`config.mk`:
```
export PLATFORM = sky130hd
export DESIGN_NAME = sha256_hash_core
export DESIGN_NICKNAME = d
export VERILOG_FILES = /design/src/rtl/core/sha_pkg.sv /design/src/rtl/core/sha_compress.sv /design/src/rtl/core/sha_ctrl.sv /design/src/rtl/core/sha256_hash_core.sv
export SDC_FILE = /design/constraint.sdc
export NUM_CORES = 2
export LEC_CHECK = 0
export BUFFER_PORTS_ARGS = -buffer_cell sky130_fd_sc_hd__buf_2
export CAP_MARGIN = 20
export CORE_ASPECT_RATIO = 2
export CORE_MARGIN = 3
export CORE_UTILIZATION = 30
export DETAILED_ROUTE_END_ITERATION = 10
export GPL_TIMING_DRIVEN = 0
export PLACE_DENSITY_LB_ADDON = 0.05
export REMOVE_ABC_BUFFERS = 1
export SLEW_MARGIN = 20
export SYNTH_ARGS = -nofsm -noshare
export SYNTH_HDL_FRONTEND = slang
export SYNTH_SLANG_ARGS = --single-unit
export TNS_END_PERCENT = 5
```
`constraint.sdc`:
```
create_clock -name i_clk -period 13.1 [get_ports i_clk]
set_input_delay 0 -clock i_clk [delete_from_list [all_inputs] [get_ports i_clk]]
set_output_delay 0 -clock i_clk [all_outputs]
set_load 0.02 [all_outputs]
```
`src/rtl/core/sha_pkg.sv`:
```
// shared types, round constants and helper functions of the sha-256 core
// used by sha_compress, sha_ctrl and sha256_hash_core; no dependencies
package sha_pkg;

    // round constants of the compression function
    localparam logic [31:0] ROUND_K [0:63] = '{
        32'h428a2f98, 32'h71374491, 32'hb5c0fbcf, 32'he9b5dba5,
        32'h3956c25b, 32'h59f111f1, 32'h923f82a4, 32'hab1c5ed5,
        32'hd807aa98, 32'h12835b01, 32'h243185be, 32'h550c7dc3,
        32'h72be5d74, 32'h80deb1fe, 32'h9bdc06a7, 32'hc19bf174,
        32'he49b69c1, 32'hefbe4786, 32'h0fc19dc6, 32'h240ca1cc,
        32'h2de92c6f, 32'h4a7484aa, 32'h5cb0a9dc, 32'h76f988da,
        32'h983e5152, 32'ha831c66d, 32'hb00327c8, 32'hbf597fc7,
        32'hc6e00bf3, 32'hd5a79147, 32'h06ca6351, 32'h14292967,
        32'h27b70a85, 32'h2e1b2138, 32'h4d2c6dfc, 32'h53380d13,
        32'h650a7354, 32'h766a0abb, 32'h81c2c92e, 32'h92722c85,
        32'ha2bfe8a1, 32'ha81a664b, 32'hc24b8b70, 32'hc76c51a3,
        32'hd192e819, 32'hd6990624, 32'hf40e3585, 32'h106aa070,
        32'h19a4c116, 32'h1e376c08, 32'h2748774c, 32'h34b0bcb5,
        32'h391c0cb3, 32'h4ed8aa4a, 32'h5b9cca4f, 32'h682e6ff3,
        32'h748f82ee, 32'h78a5636f, 32'h84c87814, 32'h8cc70208,
        32'h90befffa, 32'ha4506ceb, 32'hbef9a3f7, 32'hc67178f2
    };

    // initial hash value
    localparam logic [31:0] HASH_IV [0:7] = '{
        32'h6a09e667, 32'hbb67ae85, 32'h3c6ef372, 32'ha54ff53a,
        32'h510e527f, 32'h9b05688c, 32'h1f83d9ab, 32'h5be0cd19
    };

    // compression engine phases
    typedef enum logic [1:0] {
        CP_IDLE,
        CP_LOAD,
        CP_ROUND,
        CP_ADD
    } t_cphase;

    // message sequencer states
    typedef enum logic [2:0] {
        ST_IDLE,
        ST_PAD,
        ST_ZERO,
        ST_LEN,
        ST_COMP,
        ST_ORD,
        ST_OLAT,
        ST_OSEND
    } t_state;

    // block word write from the sequencer
    typedef struct packed {
        logic        en;
        logic [3:0]  addr;
        logic [31:0] data;
    } t_wreq;

    // control from the sequencer to the engine
    typedef struct packed {
        logic       start;
        logic       hclr;
        logic [2:0] haddr;
    } t_creq;

    // status and hash read data from the engine
    typedef struct packed {
        logic        done;
        logic [31:0] hash_rd;
    } t_cresp;

    function automatic logic [31:0] rotr(logic [31:0] x, int unsigned n);
        return (x >> n) | (x << (32 - n));
    endfunction

    function automatic logic [31:0] bsig0(logic [31:0] x);
        return rotr(x, 2) ^ rotr(x, 13) ^ rotr(x, 22);
    endfunction

    function automatic logic [31:0] bsig1(logic [31:0] x);
        return rotr(x, 6) ^ rotr(x, 11) ^ rotr(x, 25);
    endfunction

    function automatic logic [31:0] ssig0(logic [31:0] x);
        return rotr(x, 7) ^ rotr(x, 18) ^ (x >> 3);
    endfunction

    function automatic logic [31:0] ssig1(logic [31:0] x);
        return rotr(x, 17) ^ rotr(x, 19) ^ (x >> 10);
    endfunction

endpackage

```
`src/rtl/core/sha_compress.sv`:
```
// compression engine: block word memory, hash memory and one round per cycle
// depends on sha_pkg
module sha_compress (
    input  logic           i_clk,
    input  logic           i_rst_n,
    input  sha_pkg::t_wreq i_wreq,
    input  sha_pkg::t_creq i_creq,
    output sha_pkg::t_cresp o_cresp
);

    sha_pkg::t_cphase r_phase, n_phase;
    logic [5:0]  r_cnt, n_cnt;

    // working variables a..h and the last seven schedule words
    logic [31:0] r_v [0:7];
    logic [31:0] r_hist [0:6];

    // block word memory, two read ports
    logic [31:0] r_wmem [0:15];
    logic [31:0] r_rda, r_rdb;
    logic [3:0]  ra, rb;
    logic        w_en;
    logic [3:0]  w_addr;
    logic [31:0] w_data;

    // hash memory, one read port, valid bits stand for the initial value
    logic [31:0] r_hmem [0:7];
    logic [7:0]  r_hvalid;
    logic [31:0] r_hq;
    logic        r_hq_ok;
    logic [2:0]  r_hq_addr;
    logic [2:0]  h_ra;
    logic        hw_en;
    logic [2:0]  hw_addr;
    logic [31:0] hw_data;
    logic [31:0] hash_rd;

    logic [31:0] w_sched;
    logic [31:0] t1, t2;
    logic        done;

    assign hash_rd = r_hq_ok ? r_hq : sha_pkg::HASH_IV[r_hq_addr];

    // schedule word: from memory for the first sixteen rounds, then expanded
    always_comb begin
        if (r_cnt[5:4] == 2'd0) begin
            w_sched = r_rda;
        end else begin
            w_sched = sha_pkg::ssig1(r_hist[1]) + r_hist[6]
                    + sha_pkg::ssig0(r_rdb) + r_rda;
        end
    end

    // round function
    always_comb begin
        t1 = r_v[7] + sha_pkg::bsig1(r_v[4]) + ((r_v[4] & r_v[5]) ^ (~r_v[4] & r_v[6]))
           + sha_pkg::ROUND_K[r_cnt] + w_sched;
        t2 = sha_pkg::bsig0(r_v[0])
           + ((r_v[0] & r_v[1]) ^ (r_v[0] & r_v[2]) ^ (r_v[1] & r_v[2]));
    end

    // phase register
    always_ff @(posedge i_clk) begin
        if (!i_rst_n) begin
            r_phase <= sha_pkg::CP_IDLE;
            r_cnt   <= 6'd0;
        end else begin
            r_phase <= n_phase;
            r_cnt   <= n_cnt;
        end
    end

    // next phase, memory addresses and write enables
    always_comb begin
        n_phase = r_phase;
        n_cnt   = r_cnt;
        ra      = 4'd0;
        rb      = 4'd0;
        h_ra    = i_creq.haddr;
        hw_en   = 1'b0;
        hw_addr = r_cnt[2:0] - 3'd1;
        hw_data = hash_rd + r_v[0];
        done    = 1'b0;
        w_en    = i_wreq.en;
        w_addr  = i_wreq.addr;
        w_data  = i_wreq.data;
        unique case (r_phase)
            sha_pkg::CP_IDLE: begin
                if (i_creq.start) begin
                    n_phase = sha_pkg::CP_LOAD;
                    n_cnt   = 6'd0;
                end
            end
            sha_pkg::CP_LOAD: begin
                h_ra  = r_cnt[2:0];
                n_cnt = r_cnt + 6'd1;
                if (r_cnt == 6'd8) begin
                    n_phase = sha_pkg::CP_ROUND;
                    n_cnt   = 6'd0;
                    ra      = 4'd0;
                    rb      = 4'd1;
                end
            end
            sha_pkg::CP_ROUND: begin
                // prefetch the words of the next round
                ra     = r_cnt[3:0] + 4'd1;
                rb     = r_cnt[3:0] + 4'd2;
                w_en   = (r_cnt[5:4] != 2'd0);
                w_addr = r_cnt[3:0];
                w_data = w_sched;
                n_cnt  = r_cnt + 6'd1;
                if (r_cnt == 6'd63) begin
                    n_phase = sha_pkg::CP_ADD;
                    n_cnt   = 6'd0;
                end
            end
            sha_pkg::CP_ADD: begin
                h_ra  = r_cnt[2:0];
                hw_en = (r_cnt != 6'd0);
                n_cnt = r_cnt + 6'd1;
                if (r_cnt == 6'd8) begin
                    n_phase = sha_pkg::CP_IDLE;
                    n_cnt   = 6'd0;
                    done    = 1'b1;
                end
            end
        endcase
    end

    // block word memory
    always_ff @(posedge i_clk) begin
        if (w_en) begin
            r_wmem[w_addr] <= w_data;
        end
        r_rda <= r_wmem[ra];
        r_rdb <= r_wmem[rb];
    end

    // hash memory
    always_ff @(posedge i_clk) begin
        if (hw_en) begin
            r_hmem[hw_addr] <= hw_data;
        end
        r_hq      <= r_hmem[h_ra];
        r_hq_ok   <= r_hvalid[h_ra];
        r_hq_addr <= h_ra;
    end

    // hash valid bits, cleared after each digest
    always_ff @(posedge i_clk) begin
        if (!i_rst_n || i_creq.hclr) begin
            r_hvalid <= 8'd0;
        end else if (hw_en) begin
            r_hvalid[hw_addr] <= 1'b1;
        end
    end

    // working variables and schedule history
    always_ff @(posedge i_clk) begin
        unique case (r_phase)
            sha_pkg::CP_LOAD: begin
                if (r_cnt != 6'd0) begin
                    for (int i = 0; i < 7; i++) begin
                        r_v[i] <= r_v[i+1];
                    end
                    r_v[7] <= hash_rd;
                end
            end
            sha_pkg::CP_ROUND: begin
                r_v[0] <= t1 + t2;
                r_v[1] <= r_v[0];
                r_v[2] <= r_v[1];
                r_v[3] <= r_v[2];
                r_v[4] <= r_v[3] + t1;
                r_v[5] <= r_v[4];
                r_v[6] <= r_v[5];
                r_v[7] <= r_v[6];
                r_hist[0] <= w_sched;
                for (int i = 1; i < 7; i++) begin
                    r_hist[i] <= r_hist[i-1];
                end
            end
            sha_pkg::CP_ADD: begin
                if (r_cnt != 6'd0) begin
                    for (int i = 0; i < 7; i++) begin
                        r_v[i] <= r_v[i+1];
                    end
                end
            end
            sha_pkg::CP_IDLE: begin
            end
        endcase
    end

    assign o_cresp.done    = done;
    assign o_cresp.hash_rd = hash_rd;

endmodule

```
`src/rtl/core/sha_ctrl.sv`:
```
// message sequencer: byte packing, padding, length field and digest output
// depends on sha_pkg; drives the sha_compress engine
module sha_ctrl (
    input  logic            i_clk,
    input  logic            i_rst_n,
    input  logic            i_s_tvalid,
    output logic            o_s_tready,
    input  logic [39:0]     i_s_tdata,   // [31:0] message_word, [34:32] valid_bytes
    input  logic            i_s_tlast,   // last_word
    output logic            o_m_tvalid,
    input  logic            i_m_tready,
    output logic [39:0]     o_m_tdata,   // [31:0] digest_word, [34:32] digest_index
    output logic            o_m_tlast,   // digest_done
    output sha_pkg::t_wreq  o_wreq,
    output sha_pkg::t_creq  o_creq,
    input  sha_pkg::t_cresp i_cresp
);

    sha_pkg::t_state r_state, n_state;
    sha_pkg::t_state r_ret, n_ret;
    logic [5:0]  r_fill, n_fill;
    logic [31:0] r_part, n_part;
    logic [63:0] r_len, n_len;
    logic [3:0]  r_widx, n_widx;
    logic        r_wrap, n_wrap;
    logic [2:0]  r_oidx, n_oidx;
    logic [31:0] r_odata, n_odata;
    logic        r_ovalid, n_ovalid;

    logic        accept;
    logic [2:0]  cnt;
    logic [1:0]  lane;
    logic [31:0] masked;
    logic [63:0] ext;
    logic [63:0] merged;
    logic [2:0]  total;
    logic [31:0] pad_word;

    assign o_s_tready = (r_state == sha_pkg::ST_IDLE);
    assign accept     = i_s_tvalid && o_s_tready;

    // merge the new bytes behind the partial word
    always_comb begin
        cnt      = (i_s_tdata[34:32] > 3'd4) ? 3'd4 : i_s_tdata[34:32];
        lane     = r_fill[1:0];
        masked   = i_s_tdata[31:0] & ~(32'hffff_ffff >> {cnt, 3'b000});
        ext      = {masked, 32'h0} >> {lane, 3'b000};
        merged   = {r_part, 32'h0} | ext;
        total    = {1'b0, lane} + cnt;
        pad_word = r_part | (32'h8000_0000 >> {lane, 3'b000});
    end

    // state and data registers
    always_ff @(posedge i_clk) begin
        if (!i_rst_n) begin
            r_state  <= sha_pkg::ST_IDLE;
            r_ret    <= sha_pkg::ST_IDLE;
            r_fill   <= 6'd0;
            r_part   <= 32'd0;
            r_len    <= 64'd0;
            r_widx   <= 4'd0;
            r_wrap   <= 1'b0;
            r_oidx   <= 3'd0;
            r_ovalid <= 1'b0;
        end else begin
            r_state  <= n_state;
            r_ret    <= n_ret;
            r_fill   <= n_fill;
            r_part   <= n_part;
            r_len    <= n_len;
            r_widx   <= n_widx;
            r_wrap   <= n_wrap;
            r_oidx   <= n_oidx;
            r_ovalid <= n_ovalid;
        end
        r_odata <= n_odata;
    end

    // next state and block writes
    always_comb begin
        n_state      = r_state;
        n_ret        = r_ret;
        n_fill       = r_fill;
        n_part       = r_part;
        n_len        = r_len;
        n_widx       = r_widx;
        n_wrap       = r_wrap;
        n_oidx       = r_oidx;
        n_odata      = r_odata;
        n_ovalid     = r_ovalid;
        o_wreq.en    = 1'b0;
        o_wreq.addr  = r_widx;
        o_wreq.data  = 32'd0;
        o_creq.start = 1'b0;
        o_creq.hclr  = 1'b0;
        o_creq.haddr = r_oidx;
        unique case (r_state)
            sha_pkg::ST_IDLE: begin
                if (accept) begin
                    n_fill = r_fill + {3'b000, cnt};
                    n_len  = r_len + {58'd0, cnt, 3'b000};
                    if (total[2]) begin
                        o_wreq.en   = 1'b1;
                        o_wreq.addr = r_fill[5:2];
                        o_wreq.data = merged[63:32];
                        n_part      = merged[31:0];
                    end else begin
                        n_part = merged[63:32];
                    end
                    if (total[2] && (r_fill[5:2] == 4'd15)) begin
                        // block full: compress, then pad or wait for more
                        o_creq.start = 1'b1;
                        n_state      = sha_pkg::ST_COMP;
                        n_ret        = i_s_tlast ? sha_pkg::ST_PAD : sha_pkg::ST_IDLE;
                    end else if (i_s_tlast) begin
                        n_state = sha_pkg::ST_PAD;
                    end
                end
            end
            sha_pkg::ST_PAD: begin
                // 0x80 marker behind the last message byte
                o_wreq.en   = 1'b1;
                o_wreq.addr = r_fill[5:2];
                o_wreq.data = pad_word;
                n_widx      = r_fill[5:2] + 4'd1;
                n_wrap      = (r_fill[5:2] == 4'd14);
                if (r_fill[5:2] == 4'd15) begin
                    o_creq.start = 1'b1;
                    n_ret        = sha_pkg::ST_ZERO;
                    n_state      = sha_pkg::ST_COMP;
                end else begin
                    n_state = sha_pkg::ST_ZERO;
                end
            end
            sha_pkg::ST_ZERO: begin
                // zero fill up to the length field, through an extra block if needed
                if ((r_widx == 4'd14) && !r_wrap) begin
                    n_state = sha_pkg::ST_LEN;
                end else begin
                    o_wreq.en   = 1'b1;
                    o_wreq.data = 32'd0;
                    n_widx      = r_widx + 4'd1;
                    if (r_widx == 4'd15) begin
                        n_wrap       = 1'b0;
                        o_creq.start = 1'b1;
                        n_ret        = sha_pkg::ST_ZERO;
                        n_state      = sha_pkg::ST_COMP;
                    end
                end
            end
            sha_pkg::ST_LEN: begin
                o_wreq.en   = 1'b1;
                o_wreq.data = (r_widx == 4'd14) ? r_len[63:32] : r_len[31:0];
                n_widx      = r_widx + 4'd1;
                if (r_widx == 4'd15) begin
                    o_creq.start = 1'b1;
                    n_ret        = sha_pkg::ST_ORD;
                    n_state      = sha_pkg::ST_COMP;
                end
            end
            sha_pkg::ST_COMP: begin
                if (i_cresp.done) begin
                    n_state = r_ret;
                end
            end
            sha_pkg::ST_ORD: begin
                // hash read issued at r_oidx
                n_state = sha_pkg::ST_OLAT;
            end
            sha_pkg::ST_OLAT: begin
                n_odata  = i_cresp.hash_rd;
                n_ovalid = 1'b1;
                n_state  = sha_pkg::ST_OSEND;
            end
            sha_pkg::ST_OSEND: begin
                if (i_m_tready) begin
                    n_ovalid = 1'b0;
                    if (r_oidx == 3'd7) begin
                        // digest done: back to the initial state
                        o_creq.hclr = 1'b1;
                        n_oidx      = 3'd0;
                        n_fill      = 6'd0;
                        n_part      = 32'd0;
                        n_len       = 64'd0;
                        n_state     = sha_pkg::ST_IDLE;
                    end else begin
                        n_oidx  = r_oidx + 3'd1;
                        n_state = sha_pkg::ST_ORD;
                    end
                end
            end
        endcase
    end

    assign o_m_tvalid = r_ovalid;
    assign o_m_tdata  = {5'd0, r_oidx, r_odata};
    assign o_m_tlast  = (r_oidx == 3'd7);

endmodule

```
`src/rtl/core/sha256_hash_core.sv`:
```
// sha-256 hash core top level: sequencer plus compression engine
// depends on sha_pkg, sha_ctrl and sha_compress
//
// SHA-256 over a byte message given as 32-bit big-endian words, each request
// carrying 0 to 4 valid leading bytes (counts above 4 count as 4). Bytes are
// packed back to back, so short words may appear anywhere in the message.
// When a request completes a 64-byte block the engine loads the hash words
// from the hash memory, runs 64 rounds at one per cycle over the block word
// memory and adds back and writes, during which no request is taken. After
// the request marked last the core writes the padding and 64-bit bit length
// one word per cycle, pausing while a block compresses, compresses one or
// two more blocks and sends the eight digest words, index 0 first, each
// read, latched and held until taken; tlast marks index 7. The core then
// returns to its initial state by itself. No memory clearing pass follows
// reset.
module sha256_hash_core (
    input  logic        i_clk,
    input  logic        i_rst_n,
    input  logic        i_s_tvalid,
    output logic        o_s_tready,
    input  logic [39:0] i_s_tdata,   // [31:0] message_word, [34:32] valid_bytes, rest zero
    input  logic        i_s_tlast,   // last_word
    output logic        o_m_tvalid,
    input  logic        i_m_tready,
    output logic [39:0] o_m_tdata,   // [31:0] digest_word, [34:32] digest_index, rest zero
    output logic        o_m_tlast    // digest_done
);

    sha_pkg::t_wreq  wreq;
    sha_pkg::t_creq  creq;
    sha_pkg::t_cresp cresp;

    // message packing, padding and output
    sha_ctrl u_ctrl (
        .i_clk      (i_clk),
        .i_rst_n    (i_rst_n),
        .i_s_tvalid (i_s_tvalid),
        .o_s_tready (o_s_tready),
        .i_s_tdata  (i_s_tdata),
        .i_s_tlast  (i_s_tlast),
        .o_m_tvalid (o_m_tvalid),
        .i_m_tready (i_m_tready),
        .o_m_tdata  (o_m_tdata),
        .o_m_tlast  (o_m_tlast),
        .o_wreq     (wreq),
        .o_creq     (creq),
        .i_cresp    (cresp)
    );

    // compression engine with block and hash memories
    sha_compress u_compress (
        .i_clk   (i_clk),
        .i_rst_n (i_rst_n),
        .i_wreq  (wreq),
        .i_creq  (creq),
        .o_cresp (cresp)
    );

endmodule
```
# After elaboration in Yosys (flattened, before gate mapping)
# Memory sizes are Yosys's and may differ from the RTL's. A register that Yosys moved wholly into a read port is not among the register bits.
# Cells that the tools add are included.
# totals
romBits	2304
word_cells	269
ff_bits	169
inputBits	45
mem_count	6
ramBits	1248
output_inout_bits	43
# memory_table
memory	words	width	rd	rd_ports_with_merged_regs	write_ports	line_no	source
(no name shown)	64	32	1	0	0	sha_compress.sv:57	+ sha_pkg::ROUND_K[r_cnt] + w_sched;
u_compress.r_wmem	16	32	2	2	1	sha_compress.sv:19	logic [31:0] r_wmem [0:15];
(no name shown)	8	32	1	0	0	sha_compress.sv:42	assign hash_rd = r_hq_ok ? r_hq : sha_pkg::HASH_IV[r_hq_addr];
u_compress.r_hmem	8	32	1	1	1	sha_compress.sv:27	logic [31:0] r_hmem [0:7];
u_compress.r_v	8	32	8	0	8	sha_compress.sv:15	logic [31:0] r_v [0:7];
u_compress.r_hist	7	32	7	0	7	sha_compress.sv:16	logic [31:0] r_hist [0:6];
# op_classes
addsub	21
mux	111
order_cmp	6
bitwise	49
eq_ne	31
reduce_logical	27
n_shift	3
# op_table
op	n
$mux 32	27
$add 32x32->32	11
$xor 32x32->32	9
$and 32x32->32	6
$mux 64	3
$pmux 64 s2	1
$pmux 32 s3	1
$mux 37	2
$add 64x6->64	1
$not 32->32	2
$or 64x64->64	1
$pmux 32 s2	1
$shr 64x5->64	1
$mux 3	18
$mux 6	6
$or 10x32->32	1
$or 13x32->32	1
$or 14x32->32	1
$or 15x32->32	1
$or 19x32->32	1
$or 21x32->32	1
$or 25x32->32	1
$or 26x32->32	1
$or 30x32->32	1
62 further kinds	149

# Depth between registers and ports, before layout
# logic_depth
word_depth	13
depth_mapped	44
depth_no_buf	43

# By module
# From an unflattened synthesis, not the netlist that was laid out.
# unflattened
hier_cells	6939
hier_area_um2	81652.1
# modules_own_cells
mod	area_per_inst_um2	n_inst	cells_per_inst
sha_compress	73491.7	1	5951
sha_ctrl	8160.3	1	988

# Least setup slack after synthesis
# OpenSTA, ideal clock, no wires.
# synth_path
path_type	register -> register
start	register u_compress.r_phase[0]
end	memory u_compress.r_wmem[4][0] (enable)
setup_time_ns	0.421
period_less_slack_ns	9.242
stages_incl_launch_ff	9
required_time_ns	12.679
arrival_time_ns	8.821
slack_ns	3.858
path_cell_list	dfxtp_1 -> inv_1 -> ha_1 -> inv_1 -> nor2_1 -> clkbuf_1 -> a31o_2 -> nand2b_1 -> nor2_1
# synth_between
elab_chain_len	4
word_cells_on_any_way	5
cone_classes	eq/ne (1); mux (4)
# synth_rtl
element	line_no	source
start: declaration	sha_compress.sv:11	sha_pkg::t_cphase r_phase, n_phase;
start signal: assignment	sha_compress.sv:65	r_phase <= sha_pkg::CP_IDLE;
start signal: assignment	sha_compress.sv:68	r_phase <= n_phase;
$eq 2x2->1 *	sha_compress.sv:87	unique case (r_phase)
$mux 1	sha_compress.sv:87	
$mux 1	sha_compress.sv:132	if (w_en) begin
$mux 1 (implied by the code)	sha_compress.sv:133	r_wmem[w_addr] <= w_data;
end: declaration	sha_compress.sv:19	
# Every way passes the cells marked *; elsewhere a longest branch is shown, timed or not.

==> results.txt <==
status - finished, final reports clean
synthesized flop and latch total - 1510
layout cells sized above 1 - 15.7%
Most used DFF post-synth - edfxtp_1
Synthesis Warnings - 0
pre-CTS setup slack - 0.390 ns
worst flop-to-flop path startpoint - u_compress.r_cnt[0]
Setup Crit Path Kind - flop to flop
placed inst area - 89000 µm²
cells after synthesis - 6833
post-synth top area cell - edfxtp_1
routing usage on met1 - 22.7%
worst reg2reg path endpoint - u_compress.r_v[0][30]
Fmax - 80.0 MHz
layer with the highest usage - met2
Design Area, Final - 95100 µm²
leakage dissipation - 33.8 nW
global-route wire length before repair - 463 mm
Placed Cells - 10200
Final min period - 12.50 ns
Hold Path End - u_ctrl.r_part[1]
synth top area cells - edfxtp_1, dfxtp_1, fa_1
Netlist cell types - 92
Pins Over Slew Limit - 0
die area - 278000 µm²
fin cells - 10600
I/O pin total - 88
total design power - 0.0148 W
clock slew at reported path FFs - 0.07 ns
vias in the first global route - 58600
Hold Crit Depth - 8
Post-synth EDFFs - 1280
sequential area share after synthesis - 53.0%
Starting Density - 30.2%
Comb power frac - 30.5%
Switching Fraction - 33.7%
I/O Buffers - 77
Final setup viols - 0
Total Nets Final - 7342
core area - 269000 µm²
slowest CP cell - a21oi_1
largest net degree at the start of global routing - 98
proportion of power drawn by the clock network - 32.7%
initial antenna violation count - 7
CTS H-tree depth - 4
hold crit path type - input port to flop
Total Routing Usage GR - 23.7%
initial drt markers - 3525
Critical Path AT - 13.07 ns
Setup Skew - 0.0760 ns
most frequent cells after synthesis - edfxtp_1, nand2_1, o21ai_0
DR pass1 iterations - 6
Final GP Congestion - 0.896
# clock sinks - 1510
max-cap viol count - 0
r2r setup slk - 0.60 ns
CP required - 13.66 ns
min-delay src - i_s_tdata[17]
Routed Antenna Nets - 0
die width - 374 µm
slowest stage delay, CP - 0.89 ns
period utilization - 95.4%
gr ovfl total - 0
Num CTS Buffers - 164
vias - 55600
Max clock buf depth - 4
vias per cell - 5.27
wire per inst - 31.6 µm
CTS tree - built
Final HPWL DP - 252 mm
power share of the sequential group - 36.7%
async set-reset flop share out of synthesis - 0%
relative slew slack - 19.5%
later-pin clock latency in the skew report - 0.88 ns
switching pwr - 0.00499 W
Final Hold Vio Count - 0
Post-route DRC - 0
Post-CTS Setup Repair Bufs - 0
Fillers - 26300
Tightest Pin Transition - 1.21 ns
Internal Power - 0.00980 W
worst hold slack - 0.0910 ns
GR met2 Demand/Resource - 45.7%
worst vdd ir - 0.105 mV
num rows - 269
Synth top area share - 47.3%
RSZ-0062 raised after global routing - false
final worst slack - 0.598 ns
Worst setup EP type - flop
Die Y - 742 µm
Layout area overhead - 17.1%
syn_area_per_cell - 11.9 µm²
Reg2Reg Depth - 34
clk root buf - clkbuf_16
cell area power density - 155 nW/µm²
top-count cell post-synth - edfxtp_1
critical path launch point type - flop
Post-Route WL - 334 mm
worst-path maximum fanout - 37
Netlist Area Pre-Place - 81300 µm²
routing usage on met3 - 2.38%
-- power groups by stage --
stage / combinational, W / sequential (W) / clock [W]
CTS: 0.00454 / 0.00543 / 0.00500
finish: 0.00452 / 0.00543 / 0.00484
detailed placement: 0.00447 / 0.00554 / 0
floorplan: 0.00306 / 0.00544 / 0
global placement: 0.00437 / 0.00555 / 0
global route: 0.00498 / 0.00543 / 0.00514
-- registers in the layout, indices dropped and copies added (netlist names), 2 cells and up --
| signal | flops |
|---|---|
| u_compress.r_cnt | 6 |
| u_compress.r_hq | 32 |
| u_ctrl.r_oidx | 3 |
| u_compress.r_phase | 2 |
| u_ctrl.r_part | 32 |
| u_ctrl.r_fill | 6 |
| u_ctrl.r_widx | 4 |
| u_ctrl.r_state | 3 |
| u_ctrl.r_ret | 3 |
| u_compress.r_hq_addr | 3 |
| u_ctrl.r_len | 61 |
| u_compress.r_wmem | 512 |
| u_compress.r_hmem | 256 |
| u_compress.r_hist | 224 |
| u_compress.r_rdb | 32 |
| u_compress.r_rda | 32 |
| u_compress.r_v | 256 |
| u_compress.r_hvalid | 8 |
| u_ctrl.r_odata | 32 |
-- cell usage in the layout, fill, tap and decap left out, types with 37 or more instances in the layout --
cell / count
a211oi_1: 70
a21o_1: 83
a21oi_1: 368
a221oi_1: 41
a22oi_1: 83
a31oi_1: 54
and2_1: 54
buf_12: 57
buf_16: 83
buf_2: 76
clkbuf_16: 166
dfxtp_1: 220
dlygate4sd3_1: 73
edfxtp_1: 1280
fa_1: 190
ha_1: 198
inv_1: 333
mux2_2: 318
mux2i_1: 165
mux4_2: 137
nand2_1: 698
nand2b_1: 37
nand3_1: 244
nor2_1: 291
nor2b_1: 71
nor3_1: 49
o21ai_0: 377
xnor2_1: 294
xor2_1: 154
-- routing by layer --
layer | up-vias | part of all wire, %
met5 | - | 0.0081
met4 | 4 | 9.5
met3 | 654 | 2.9
met2 | 1377 | 55
met1 | 28400 | 33
li1 | 25200 | -
-- final cells by class --
class / count / area (µm²) / area share (%)
inverters: 338 / 1280 / 1.35
repair buffers: 333 / 5010 / 5.26
diodes: 2 / 5.00 / 0.00526
well taps: 3523 / 4410 / 4.63
flip-flops and latches: 1510 / 43100 / 45.3
clock inverters: 80 / 937 / 0.985
clock buffers: 206 / 4400 / 4.62
multi-input cells: 4559 / 36000 / 37.9
-- logic make-up after synthesis --
family	synth area share [%]
mux	10.3
other cells	0.00461
compound gates	11.3
simple gates	9.01
fa+ha+maj	7.96
xor+xnor	4.89
flops	53.0
buf+inv	3.60
-- worst max-delay path by stage --
stage / start / endpoint / slack [ns] / cells past startpoint
finish: u_compress.r_cnt[0] / u_compress.r_v[0][30] / 0.60 / 34
global route: u_compress.r_cnt[0] / u_compress.r_v[0][31] / 0.18 / 39
CTS: u_compress.r_cnt[0] / u_compress.r_v[0][30] / 0.33 / 39
detailed placement: u_compress.r_cnt[0] / u_compress.r_v[0][30] / 0.39 / 39
global placement: u_compress.r_phase[0] / u_compress.r_rda[29] / -30.85 / 5
floorplan: u_compress.r_phase[0] / u_compress.r_wmem[9][0] / -6.66 / 7
-- metrics by stage --
stage / TNS [ns] / utilization (%)
CTS: 0 / 35.4
detailed placement: 0 / 33.1
global route: 0 / 35.4
finish: 0 / 35.4
global placement: - / 31.4
floorplan: -4193.52 / -
-- repair_timing --
item                       4_1_cts  5_1_grt
resized for setup                0        1
hold endpoints to repair        71        0
setup endpoints to repair        0        1
hold buffers                    73        0
-- worst max-delay path, delay by kind of cell, from the launching register on --
kind            cells  cell delay [ns]
compound gates     15             5.29
xor+xnor            2             0.46
fa+ha+maj           7             3.62
buf+inv             4             0.95
flops               1             0.56
mux                 1             0.27
simple gates        5             1.00
(Power assumes the default switching activity.)
